**src/rtl/core/tshbl_pkg.sv**
```systemverilog
package tshbl_pkg;

    // Field widths fixed by the frame and register formats
    localparam int FLIP_W       = 8;
    localparam int ID_W         = 29;
    localparam int BYTE_W       = 8;
    localparam int LAMP_W       = 4;
    localparam int CFG_INDEX_W  = 1;
    localparam int CFG_DATA_W   = 29;
    localparam int COUNT_BITS_DEF = 8;

    // Register reset values
    localparam logic [FLIP_W-1:0] FLIP_COUNT_RST      = 8'd50;
    localparam logic [ID_W-1:0]   STEERING_MSG_ID_RST = '0;

    // Register indexes on the configuration port
    localparam logic [CFG_INDEX_W-1:0] REG_FLIP_COUNT      = 1'd0;
    localparam logic [CFG_INDEX_W-1:0] REG_STEERING_MSG_ID = 1'd1;

    // Request bits in the first byte of the steering frame
    localparam int REQ_RIGHT_BIT = 0;
    localparam int REQ_LEFT_BIT  = 1;

    // Lamp bit positions: front left, front right, rear left, rear right
    localparam logic [LAMP_W-1:0] LAMP_FL = 4'b0001;
    localparam logic [LAMP_W-1:0] LAMP_FR = 4'b0010;
    localparam logic [LAMP_W-1:0] LAMP_RL = 4'b0100;
    localparam logic [LAMP_W-1:0] LAMP_RR = 4'b1000;

    localparam logic [LAMP_W-1:0] OWN_HAZARD = LAMP_FL | LAMP_FR | LAMP_RL | LAMP_RR;
    localparam logic [LAMP_W-1:0] OWN_LEFT   = LAMP_FL | LAMP_RL;
    localparam logic [LAMP_W-1:0] OWN_RIGHT  = LAMP_FR | LAMP_RR;

    // Input beat kinds
    localparam logic ACTION_TICK  = 1'b0;
    localparam logic ACTION_FRAME = 1'b1;

    typedef enum logic [2:0] {
        MODE_IDLE   = 3'd0,
        MODE_HAZARD = 3'd1,
        MODE_LEFT   = 3'd2,
        MODE_RIGHT  = 3'd3,
        MODE_BRAKE  = 3'd4
    } mode_t;

    typedef struct packed {
        logic              action;
        logic              brake;
        logic              hazard;
        logic [ID_W-1:0]   frame_id;
        logic [BYTE_W-1:0] frame_byte;
    } cmd_t;

    typedef struct packed {
        logic [FLIP_W-1:0] flip_count;
        logic [ID_W-1:0]   steering_msg_id;
    } cfg_t;

endpackage

```
**src/rtl/core/tshbl_if.sv**
```systemverilog
interface tshbl_cmd_if;
    logic                          valid;
    logic                          ready;
    logic                          action;
    logic                          brake;
    logic                          hazard;
    logic [tshbl_pkg::ID_W-1:0]    frame_id;
    logic [tshbl_pkg::BYTE_W-1:0]  frame_byte;

    modport source (output valid, action, brake, hazard, frame_id, frame_byte, input ready);
    modport sink   (input valid, action, brake, hazard, frame_id, frame_byte, output ready);
endinterface

interface tshbl_lamp_if;
    logic valid;
    logic ready;
    logic front_left;
    logic front_right;
    logic rear_left;
    logic rear_right;
    logic brake_out;

    modport source (output valid, front_left, front_right, rear_left, rear_right, brake_out,
                    input ready);
    modport sink   (input valid, front_left, front_right, rear_left, rear_right, brake_out,
                    output ready);
endinterface

```
**src/rtl/core/turn_signal_hazard_brake_lamps.sv**
```systemverilog
// Turn signal, hazard and brake lamp controller.
// cmd channel: one beat per timer tick (action 0, with brake and hazard
// switch levels) or per received CAN frame (action 1, with id and first
// data byte). A frame whose id matches steering_msg_id sets the turn request.
// lamp channel: one beat per tick with the four lamp drives and brake_out;
// frames give no beat.
// Config port: cfg_we, cfg_index 0 (flip_count) or 1 (steering_msg_id); the user
// must write only while no beat is in flight. The block does not enforce this.
// A beat accepted into the input register is processed from there, and a
// tick's result is written to the result register. Throughput is one beat
// per cycle while the receiver does not stall ticks, set by the single input
// register feeding the state update and the result register.
// When the receiver stalls, the held result keeps its value; a frame beat
// can still go through, and a tick waits in the input register, after which
// cmd.ready drops.
// Reset clears turn requests, mode (idle), tick counter and lamps, and loads
// flip_count = 50 and steering_msg_id = 0.
module turn_signal_hazard_brake_lamps #(
    parameter int COUNT_BITS = tshbl_pkg::COUNT_BITS_DEF
) (
    input  logic                               clk,
    input  logic                               rst_n,
    tshbl_cmd_if.sink                          cmd,
    tshbl_lamp_if.source                       lamp,
    input  logic                               cfg_we,
    input  logic [tshbl_pkg::CFG_INDEX_W-1:0]  cfg_index,
    input  logic [tshbl_pkg::CFG_DATA_W-1:0]   cfg_wdata
);

    tshbl_pkg::cfg_t               cfg;
    tshbl_pkg::cmd_t               cmd_reg;
    logic                          cmd_valid_reg;
    logic                          res_valid_reg;
    logic [tshbl_pkg::LAMP_W-1:0]  res_lamp_reg;
    logic                          res_brake_reg;
    logic [tshbl_pkg::LAMP_W-1:0]  lamp_next;
    tshbl_pkg::mode_t              mode;
    logic                          is_tick;
    logic                          step;

    tshbl_cfg u_cfg (
        .clk       (clk),
        .rst_n     (rst_n),
        .cfg_we    (cfg_we),
        .cfg_index (cfg_index),
        .cfg_wdata (cfg_wdata),
        .cfg       (cfg)
    );

    // Held beat moves on when it is a frame or the result slot frees up
    assign is_tick   = cmd_reg.action == tshbl_pkg::ACTION_TICK;
    assign step      = cmd_valid_reg && (!is_tick || !res_valid_reg || lamp.ready);
    assign cmd.ready = !cmd_valid_reg || step;

    // Input register
    always_ff @(posedge clk or negedge rst_n)
    begin
        if (!rst_n)
            cmd_valid_reg <= 1'b0;
        else if (cmd.ready)
            cmd_valid_reg <= cmd.valid;
    end

    always_ff @(posedge clk)
    begin
        if (cmd.ready && cmd.valid)
        begin
            cmd_reg.action     <= cmd.action;
            cmd_reg.brake      <= cmd.brake;
            cmd_reg.hazard     <= cmd.hazard;
            cmd_reg.frame_id   <= cmd.frame_id;
            cmd_reg.frame_byte <= cmd.frame_byte;
        end
    end

    tshbl_ctrl #(
        .COUNT_BITS (COUNT_BITS)
    ) u_ctrl (
        .clk       (clk),
        .rst_n     (rst_n),
        .step      (step),
        .cmd       (cmd_reg),
        .cfg       (cfg),
        .lamp_next (lamp_next),
        .mode      (mode)
    );

    // Result register
    always_ff @(posedge clk or negedge rst_n)
    begin
        if (!rst_n)
            res_valid_reg <= 1'b0;
        else if (step && is_tick)
            res_valid_reg <= 1'b1;
        else if (lamp.ready)
            res_valid_reg <= 1'b0;
    end

    always_ff @(posedge clk)
    begin
        if (step && is_tick)
        begin
            res_lamp_reg  <= lamp_next;
            res_brake_reg <= cmd_reg.brake;
        end
    end

    assign lamp.valid       = res_valid_reg;
    assign lamp.front_left  = |(res_lamp_reg & tshbl_pkg::LAMP_FL);
    assign lamp.front_right = |(res_lamp_reg & tshbl_pkg::LAMP_FR);
    assign lamp.rear_left   = |(res_lamp_reg & tshbl_pkg::LAMP_RL);
    assign lamp.rear_right  = |(res_lamp_reg & tshbl_pkg::LAMP_RR);
    assign lamp.brake_out   = res_brake_reg;

    // A processed tick always leaves a result behind
    a_tick_gives_result: assert property (@(posedge clk) disable iff (!rst_n)
        step && is_tick |=> res_valid_reg)
        else $error("tick processed without a result");

    // Both front lamps lit only while hazard flashing
    a_front_pair_hazard: assert property (@(posedge clk) disable iff (!rst_n)
        res_valid_reg && lamp.front_left && lamp.front_right
        |-> mode == tshbl_pkg::MODE_HAZARD)
        else $error("both front lamps lit outside hazard mode");

    // Empty input register never blocks the sender
    a_empty_ready: assert property (@(posedge clk) disable iff (!rst_n)
        !cmd_valid_reg |-> cmd.ready)
        else $error("input stalled with empty input register");

endmodule

```
**src/rtl/core/tshbl_cfg.sv**
```systemverilog
module tshbl_cfg (
    input  logic                               clk,
    input  logic                               rst_n,
    input  logic                               cfg_we,
    input  logic [tshbl_pkg::CFG_INDEX_W-1:0]  cfg_index,
    input  logic [tshbl_pkg::CFG_DATA_W-1:0]   cfg_wdata,
    output tshbl_pkg::cfg_t                    cfg
);

    logic [tshbl_pkg::FLIP_W-1:0] flip_count_reg;
    logic [tshbl_pkg::ID_W-1:0]   steering_msg_id_reg;

    // Register writes, decoded by index
    always_ff @(posedge clk or negedge rst_n)
    begin
        if (!rst_n)
        begin
            flip_count_reg      <= tshbl_pkg::FLIP_COUNT_RST;
            steering_msg_id_reg <= tshbl_pkg::STEERING_MSG_ID_RST;
        end
        else if (cfg_we)
        begin
            case (cfg_index)
                tshbl_pkg::REG_FLIP_COUNT:
                    flip_count_reg <= cfg_wdata[tshbl_pkg::FLIP_W-1:0];
                tshbl_pkg::REG_STEERING_MSG_ID:
                    steering_msg_id_reg <= cfg_wdata[tshbl_pkg::ID_W-1:0];
                default:
                    ;
            endcase
        end
    end

    assign cfg.flip_count      = flip_count_reg;
    assign cfg.steering_msg_id = steering_msg_id_reg;

endmodule

```
**src/rtl/core/tshbl_ctrl.sv**
```systemverilog
module tshbl_ctrl #(
    parameter int COUNT_BITS = tshbl_pkg::COUNT_BITS_DEF
) (
    input  logic                           clk,
    input  logic                           rst_n,
    input  logic                           step,
    input  tshbl_pkg::cmd_t                cmd,
    input  tshbl_pkg::cfg_t                cfg,
    output logic [tshbl_pkg::LAMP_W-1:0]   lamp_next,
    output tshbl_pkg::mode_t               mode
);

    // Compare width covers both the counter and the flip count
    localparam int CMP_W = (COUNT_BITS > tshbl_pkg::FLIP_W) ? COUNT_BITS : tshbl_pkg::FLIP_W;

    logic                          left_req_reg,  left_req_next;
    logic                          right_req_reg, right_req_next;
    tshbl_pkg::mode_t              mode_reg,      mode_next;
    logic [COUNT_BITS-1:0]         count_reg,     count_next;
    logic [tshbl_pkg::LAMP_W-1:0]  lamp_reg;

    logic                          flashing;
    tshbl_pkg::mode_t              flash_mode;
    logic [tshbl_pkg::LAMP_W-1:0]  own;
    logic [tshbl_pkg::LAMP_W-1:0]  lamp_entry;
    logic [COUNT_BITS-1:0]         count_entry;
    logic [COUNT_BITS-1:0]         count_inc;
    logic                          flip;

    // Steering frame: update turn requests when the id matches
    always_comb
    begin
        left_req_next  = left_req_reg;
        right_req_next = right_req_reg;
        if (cmd.action == tshbl_pkg::ACTION_FRAME && cmd.frame_id == cfg.steering_msg_id)
        begin
            left_req_next  = cmd.frame_byte[tshbl_pkg::REQ_LEFT_BIT];
            right_req_next = !cmd.frame_byte[tshbl_pkg::REQ_LEFT_BIT]
                             && cmd.frame_byte[tshbl_pkg::REQ_RIGHT_BIT];
        end
    end

    // Mode priority for a tick: hazard, left, right
    always_comb
    begin
        flashing   = 1'b1;
        flash_mode = tshbl_pkg::MODE_HAZARD;
        own        = tshbl_pkg::OWN_HAZARD;
        if (cmd.hazard)
        begin
            flash_mode = tshbl_pkg::MODE_HAZARD;
            own        = tshbl_pkg::OWN_HAZARD;
        end
        else if (left_req_reg)
        begin
            flash_mode = tshbl_pkg::MODE_LEFT;
            own        = tshbl_pkg::OWN_LEFT;
        end
        else if (right_req_reg)
        begin
            flash_mode = tshbl_pkg::MODE_RIGHT;
            own        = tshbl_pkg::OWN_RIGHT;
        end
        else
        begin
            flashing = 1'b0;
        end
    end

    // Flash step: restart on mode entry, count, toggle at the flip count
    always_comb
    begin
        count_entry = (mode_reg != flash_mode) ? '0 : count_reg;
        lamp_entry  = (mode_reg != flash_mode) ? (lamp_reg & ~own) : lamp_reg;
        count_inc   = count_entry + 1'b1;
        flip        = CMP_W'(count_inc) >= CMP_W'(cfg.flip_count);
    end

    // Next state and lamps for a tick
    always_comb
    begin
        mode_next  = mode_reg;
        count_next = count_reg;
        lamp_next  = lamp_reg;
        if (cmd.action == tshbl_pkg::ACTION_TICK)
        begin
            if (flashing)
            begin
                mode_next  = flash_mode;
                count_next = flip ? '0 : count_inc;
                lamp_next  = (flip ? (lamp_entry ^ own) : lamp_entry) & own;
            end
            else if (cmd.brake)
            begin
                mode_next = tshbl_pkg::MODE_BRAKE;
                lamp_next = tshbl_pkg::LAMP_RL | tshbl_pkg::LAMP_RR;
            end
            else
            begin
                mode_next = tshbl_pkg::MODE_IDLE;
                lamp_next = '0;
            end
        end
    end

    always_ff @(posedge clk or negedge rst_n)
    begin
        if (!rst_n)
        begin
            left_req_reg  <= 1'b0;
            right_req_reg <= 1'b0;
            mode_reg      <= tshbl_pkg::MODE_IDLE;
            count_reg     <= '0;
            lamp_reg      <= '0;
        end
        else if (step)
        begin
            left_req_reg  <= left_req_next;
            right_req_reg <= right_req_next;
            mode_reg      <= mode_next;
            count_reg     <= count_next;
            lamp_reg      <= lamp_next;
        end
    end

    assign mode = mode_reg;

endmodule
```
**src/flat_wrapper.sv**
```systemverilog
// flat-port wrapper written by rule: the top's interface ports become plain ports
module turn_signal_hazard_brake_lamps_flat 
#(
    parameter int COUNT_BITS = tshbl_pkg::COUNT_BITS_DEF
)
  (clk, rst_n, cfg_we, cfg_index, cfg_wdata, cmd_valid, cmd_action, cmd_brake, cmd_hazard, cmd_frame_id, cmd_frame_byte, cmd_ready, lamp_valid, lamp_front_left, lamp_front_right, lamp_rear_left, lamp_rear_right, lamp_brake_out, lamp_ready);
  tshbl_cmd_if cmd_i ();
  tshbl_lamp_if lamp_i ();
  input  logic clk;
  input  logic rst_n;
  input  logic cfg_we;
  input  logic [tshbl_pkg::CFG_INDEX_W-1:0] cfg_index;
  input  logic [tshbl_pkg::CFG_DATA_W-1:0] cfg_wdata;
  input wire logic [$bits(cmd_i.valid)-1:0] cmd_valid;
  input wire logic [$bits(cmd_i.action)-1:0] cmd_action;
  input wire logic [$bits(cmd_i.brake)-1:0] cmd_brake;
  input wire logic [$bits(cmd_i.hazard)-1:0] cmd_hazard;
  input wire logic [$bits(cmd_i.frame_id)-1:0] cmd_frame_id;
  input wire logic [$bits(cmd_i.frame_byte)-1:0] cmd_frame_byte;
  output wire logic [$bits(cmd_i.ready)-1:0] cmd_ready;
  output wire logic [$bits(lamp_i.valid)-1:0] lamp_valid;
  output wire logic [$bits(lamp_i.front_left)-1:0] lamp_front_left;
  output wire logic [$bits(lamp_i.front_right)-1:0] lamp_front_right;
  output wire logic [$bits(lamp_i.rear_left)-1:0] lamp_rear_left;
  output wire logic [$bits(lamp_i.rear_right)-1:0] lamp_rear_right;
  output wire logic [$bits(lamp_i.brake_out)-1:0] lamp_brake_out;
  input wire logic [$bits(lamp_i.ready)-1:0] lamp_ready;
  assign cmd_i.valid = cmd_valid;
  assign cmd_i.action = cmd_action;
  assign cmd_i.brake = cmd_brake;
  assign cmd_i.hazard = cmd_hazard;
  assign cmd_i.frame_id = cmd_frame_id;
  assign cmd_i.frame_byte = cmd_frame_byte;
  assign cmd_ready = cmd_i.ready;
  assign lamp_valid = lamp_i.valid;
  assign lamp_front_left = lamp_i.front_left;
  assign lamp_front_right = lamp_i.front_right;
  assign lamp_rear_left = lamp_i.rear_left;
  assign lamp_rear_right = lamp_i.rear_right;
  assign lamp_brake_out = lamp_i.brake_out;
  assign lamp_i.ready = lamp_ready;
  turn_signal_hazard_brake_lamps #(.COUNT_BITS(COUNT_BITS)) u_core (.clk(clk), .rst_n(rst_n), .cmd(cmd_i), .lamp(lamp_i), .cfg_we(cfg_we), .cfg_index(cfg_index), .cfg_wdata(cfg_wdata));
endmodule
```
**config.mk**
```make
export PLATFORM = sky130hd
export DESIGN_NAME = turn_signal_hazard_brake_lamps_flat
export DESIGN_NICKNAME = d
export VERILOG_FILES = /design/src/rtl/core/tshbl_pkg.sv /design/src/rtl/core/tshbl_if.sv /design/src/rtl/core/turn_signal_hazard_brake_lamps.sv /design/src/rtl/core/tshbl_cfg.sv /design/src/rtl/core/tshbl_ctrl.sv /design/src/flat_wrapper.sv
export SDC_FILE = /design/constraint.sdc
export NUM_CORES = 1
export LEC_CHECK = 0
export BUFFER_PORTS_ARGS = -buffer_cell sky130_fd_sc_hd__buf_2
export CAP_MARGIN = 20
export CORE_MARGIN = 2
export CORE_UTILIZATION = 50
export CTS_CLUSTER_DIAMETER = 120
export DETAILED_ROUTE_END_ITERATION = 7
export GPL_TIMING_DRIVEN = 0
export PLACE_DENSITY = 0.69
export SETUP_SLACK_MARGIN = 0.1
export SKIP_LAST_GASP = 1
export SYNTH_ARGS = -nofsm -noshare
export SYNTH_HDL_FRONTEND = slang
export SYNTH_SLANG_ARGS = --single-unit
export TNS_END_PERCENT = 20
```
**constraint.sdc**
```tcl
create_clock -name clk -period 6.3 [get_ports clk]
set_input_delay 0.945 -clock clk [delete_from_list [all_inputs] [get_ports clk]]
set_output_delay 0.945 -clock clk [all_outputs]
set_load 0.05 [all_outputs]
```
==> impl_metrics.py <==
metrics = {
    "status": {
        "result_of_the_run": "complete, no violations",
    },
    "logic_synthesis": {
        "fraction_of_the_yosys_area_taken_by_sequential_cells_pct": 61.06,
        "ys_ff_latch": 95,
        "ys_async_sr_fraction_pct": 58.95,
        "synth-main-ff-cell": "dfrtp_1",
        "yosys_warnings": 0,
        "postSynthCellCount": 325,
        "synth_enable_flop_cells": 39,
        "synth_fp_nets": 409,
        "post_synth_main_area_contributors": "dfrtp_1, edfxtp_1, mux2_2, xnor2_1, ha_1",
        "post_synth.cell_area_avg_sq_um": 12.98,
        "yosysTopAreaCell": "dfrtp_1",
        "post_synth_num_cell_types": 46,
        "syn_area_sq_um": 4219,
        "synthDominantCellAreaShare_pct": 31.44,
    },
    "timing": {
        "worst_pin_slew_ns": 0.8644,
        "post-route-period-util_pct": 64.10,
        "rsz_0062_raised_after_global_routing": "false",
        "max_slew_margin_pct": 42.25,
        "report.final.slew_viol_count": 0,
        "finalCriticalPeriod_ns": 4.038,
        "final_hold_violating_endpoints": 0,
        "worst_clock_skew_ns": 0.01249,
        "fin_worst_hold_slack_ns": 0.4630,
        "report.final.setup_viol": 0,
        "final.setup.tns_ns": 0,
        "max_freq_mhz": 247.6,
    },
    "clocking": {
        "cts_hold_buf": 0,
        "htree_levels": 3,
        "clock-root-buffer": "clkbuf_8",
        "cts_bufs_inserted": 9,
        "worst_skew_pair_latency_ns": 0.36,
        "cts_num_sinks": 95,
        "clock_tree_from_tritoncts": "yes",
        "clkTransAtPathRegs_ns": 0.10,
        "clk_path_buf_depth": 2,
        "resize_count_post_cts": 0,
        "postCtsSetupBuffers": 0,
    },
    "die": {
        "die_height_microns": 95.86,
        "top_level_ports": 82,
        "initial_core_utilization_pct": 51.35,
        "dieWidth_microns": 95.86,
        "floorplan.core_area_sq_um": 8217,
        "die-area_sq_um": 9189,
        "number_of_rows_created_at_floorplan": 33,
    },
    "place": {
        "placement.io_buffers": 75,
        "gp_routability_congestion": 0.8340,
        "placed_instance_area_sq_um": 4773,
        "post-dp-hpwl_mm": 5.740,
        "placed_cells_incl_taps": 507,
    },
    "critical_path": {
        "worstPathArrival_ns": 4.15,
        "r2r.worst_path.cells": 15,
        "cp-start-kind": "flip-flop",
        "critPathRequiredTime_ns": 6.41,
        "endpoint_kind": "flip-flop",
        "timing.setup.critical_path_class": "flip-flop to flip-flop",
        "cp_max_fo": 10,
    },
    "drt": {
        "via_per_inst": 5.289,
        "routed-via-count": 2766,
        "remaining_drc_errors": 0,
        "drt-pass1-iter-count": 4,
        "final_antenna_net_count": 0,
        "detailedRoute.firstIterationViolations": 130,
        "route.detailed.wl_per_inst_microns": 14.87,
        "routed_wirelength_mm": 7.779,
    },
    "layout": {
        "layoutNonFillerInstCount": 523,
        "layout.filler_cells": 657,
        "insertedDiodeCount": 0,
        "largest_reg_flops": 34,
        "nets": 497,
        "layout-drive-gt1-share_pct": 32.54,
        "syn2layout_area_growth_pct": 18.18,
        "final_cell_mix": "buf_2, dfrtp_1, edfxtp_1",
        "layout_commonest_cell": "buf_2",
        "layout.cell_area.non_filler_sq_um": 4986,
    },
    "global_route": {
        "gr-max-usage-layer": "met2",
        "vias_in_the_first_global_route": 2812,
        "grt_start_max_net_pins": 34,
        "antenna_found_initial": 0,
        "gr-usage-all-layers_pct": 19.04,
        "wire_length_of_the_first_global_routing_pass_mm": 13.16,
        "globalRouteMet3Util_pct": 4.307,
        "gr_ovfl_total": 0,
        "gr-usage-met1_pct": 24.79,
        "groute.layer.met2.usage_pct": 31.47,
    },
    "pwr": {
        "power.static_leakage_nw": 2.086,
        "power.density_cell_area_nw_per_um2": 281.3,
        "max-vdd-ir-drop_uv": 165.8,
    },
    "min_path": {
        "worst_hold_path_type": "flip-flop to flip-flop",
        "hold-path-cell-count": 0,
    },
    "run": {
        "drv.max_cap_violation_count": 0,
    },
}
## cell families (layout without fill, tap and decap cells)
| group | Yosys count | count (layout) | share of synthesized area, % |
|---|---|---|---|
| AO/OA/AOI/OAI | 48 | 48 | 7.889 |
| XOR/XNOR | 36 | 36 | 7.473 |
| adder cells (fa/ha/maj) | 9 | 9 | 2.669 |
| buffers and inverters | 22 | 115 | 2.076 |
| flip-flops | 95 | 95 | 61.06 |
| multiplexers | 32 | 32 | 8.541 |
| AND/OR/NAND/NOR | 83 | 83 | 10.29 |
## cell type report
class	count	area, sq um	area share [%]
Buffer	11	46.29	0.9285
Tap cell	105	131.4	2.635
Inverter	11	41.29	0.8281
Multi-Input combinational cell	208	1563	31.34
Clock inverter	6	75.07	1.506
Sequential cell	95	2576	51.67
Clock buffer	10	137.6	2.760
Timing Repair Buffer	77	415.4	8.331
## where the power goes
| group | total [mW] | internal, mW | switching (mW) |
|---|---|---|---|
| registers | 0.764 | 0.719 | 0.0451 |
| logic | 0.215 | 0.105 | 0.110 |
| clock network | 0.424 | 0.201 | 0.223 |
## synthesized netlist by cell type (3+ instances only)
library cell  count
buf_2             4
dfrtp_1          53
nand2b_1          4
clkbuf_1          6
nor2b_1           6
ha_1              9
nand2_1          27
nand3_1           5
mux2_2           30
o41ai_1           4
nor3_1            5
dfstp_2           3
xnor2_1          27
edfxtp_1         39
a21oi_1           6
nand4_1           7
or4_1             4
a211o_1           3
nor2_1           12
inv_1            11
xor2_1            9
o31ai_1           3
o21ai_0          15
## stage by stage
stage / worst slack [ns] / total power, mW / utilization (%)
global placement: 2.323 / 0.9814 / 57.51
detailed placement: 2.329 / 0.9944 / 58.09
global route: 1.945 / 1.480 / 60.68
floorplan: 2.855 / 0.9177 / -
finish: 2.262 / 1.403 / 60.68
CTS: 2.300 / 1.417 / 60.68
## final timing paths
path                                    start                        endpoint  slack, ns
setup reg to reg           u_core.cmd_reg[37]          u_core.res_lamp_reg[3]       2.26
hold / removal             u_core.cmd_reg[38]           u_core.lamp.brake_out       0.46
min in group asynchronous               rst_n       u_core.u_ctrl.lamp_reg[1]       0.57
setup / recovery           u_core.cmd_reg[37]          u_core.res_lamp_reg[3]       2.26
hold reg to reg            u_core.cmd_reg[38]           u_core.lamp.brake_out       0.46
max in group asynchronous               rst_n  u_core.u_cfg.flip_count_reg[4]       5.07
## per-layer routing
layer	up-vias	part of all wire [%]	routed length [microns]
li1	1353	-	-
met1	1337	44	3424
met2	67	50	3872
met3	9	4.9	385
met4	0	1.2	97
met5	-	0	0
## worst max-delay path, stage by stage, from the launching register on
cell	delay [ns]
edfxtp_1	0.36
buf_2	0.18
and4bb_2	0.33
o31ai_2	0.09
a21oi_1	0.38
and2_1	0.25
ha_1	0.22
nand3_1	0.11
xor2_1	0.19
nor2_1	0.08
ha_1	0.29
nand2_1	0.05
a211o_1	0.29
o21bai_1	0.69
or3_1	0.21
nand3_1	0.07
Note: power is estimated with default switching activity, not from simulation.
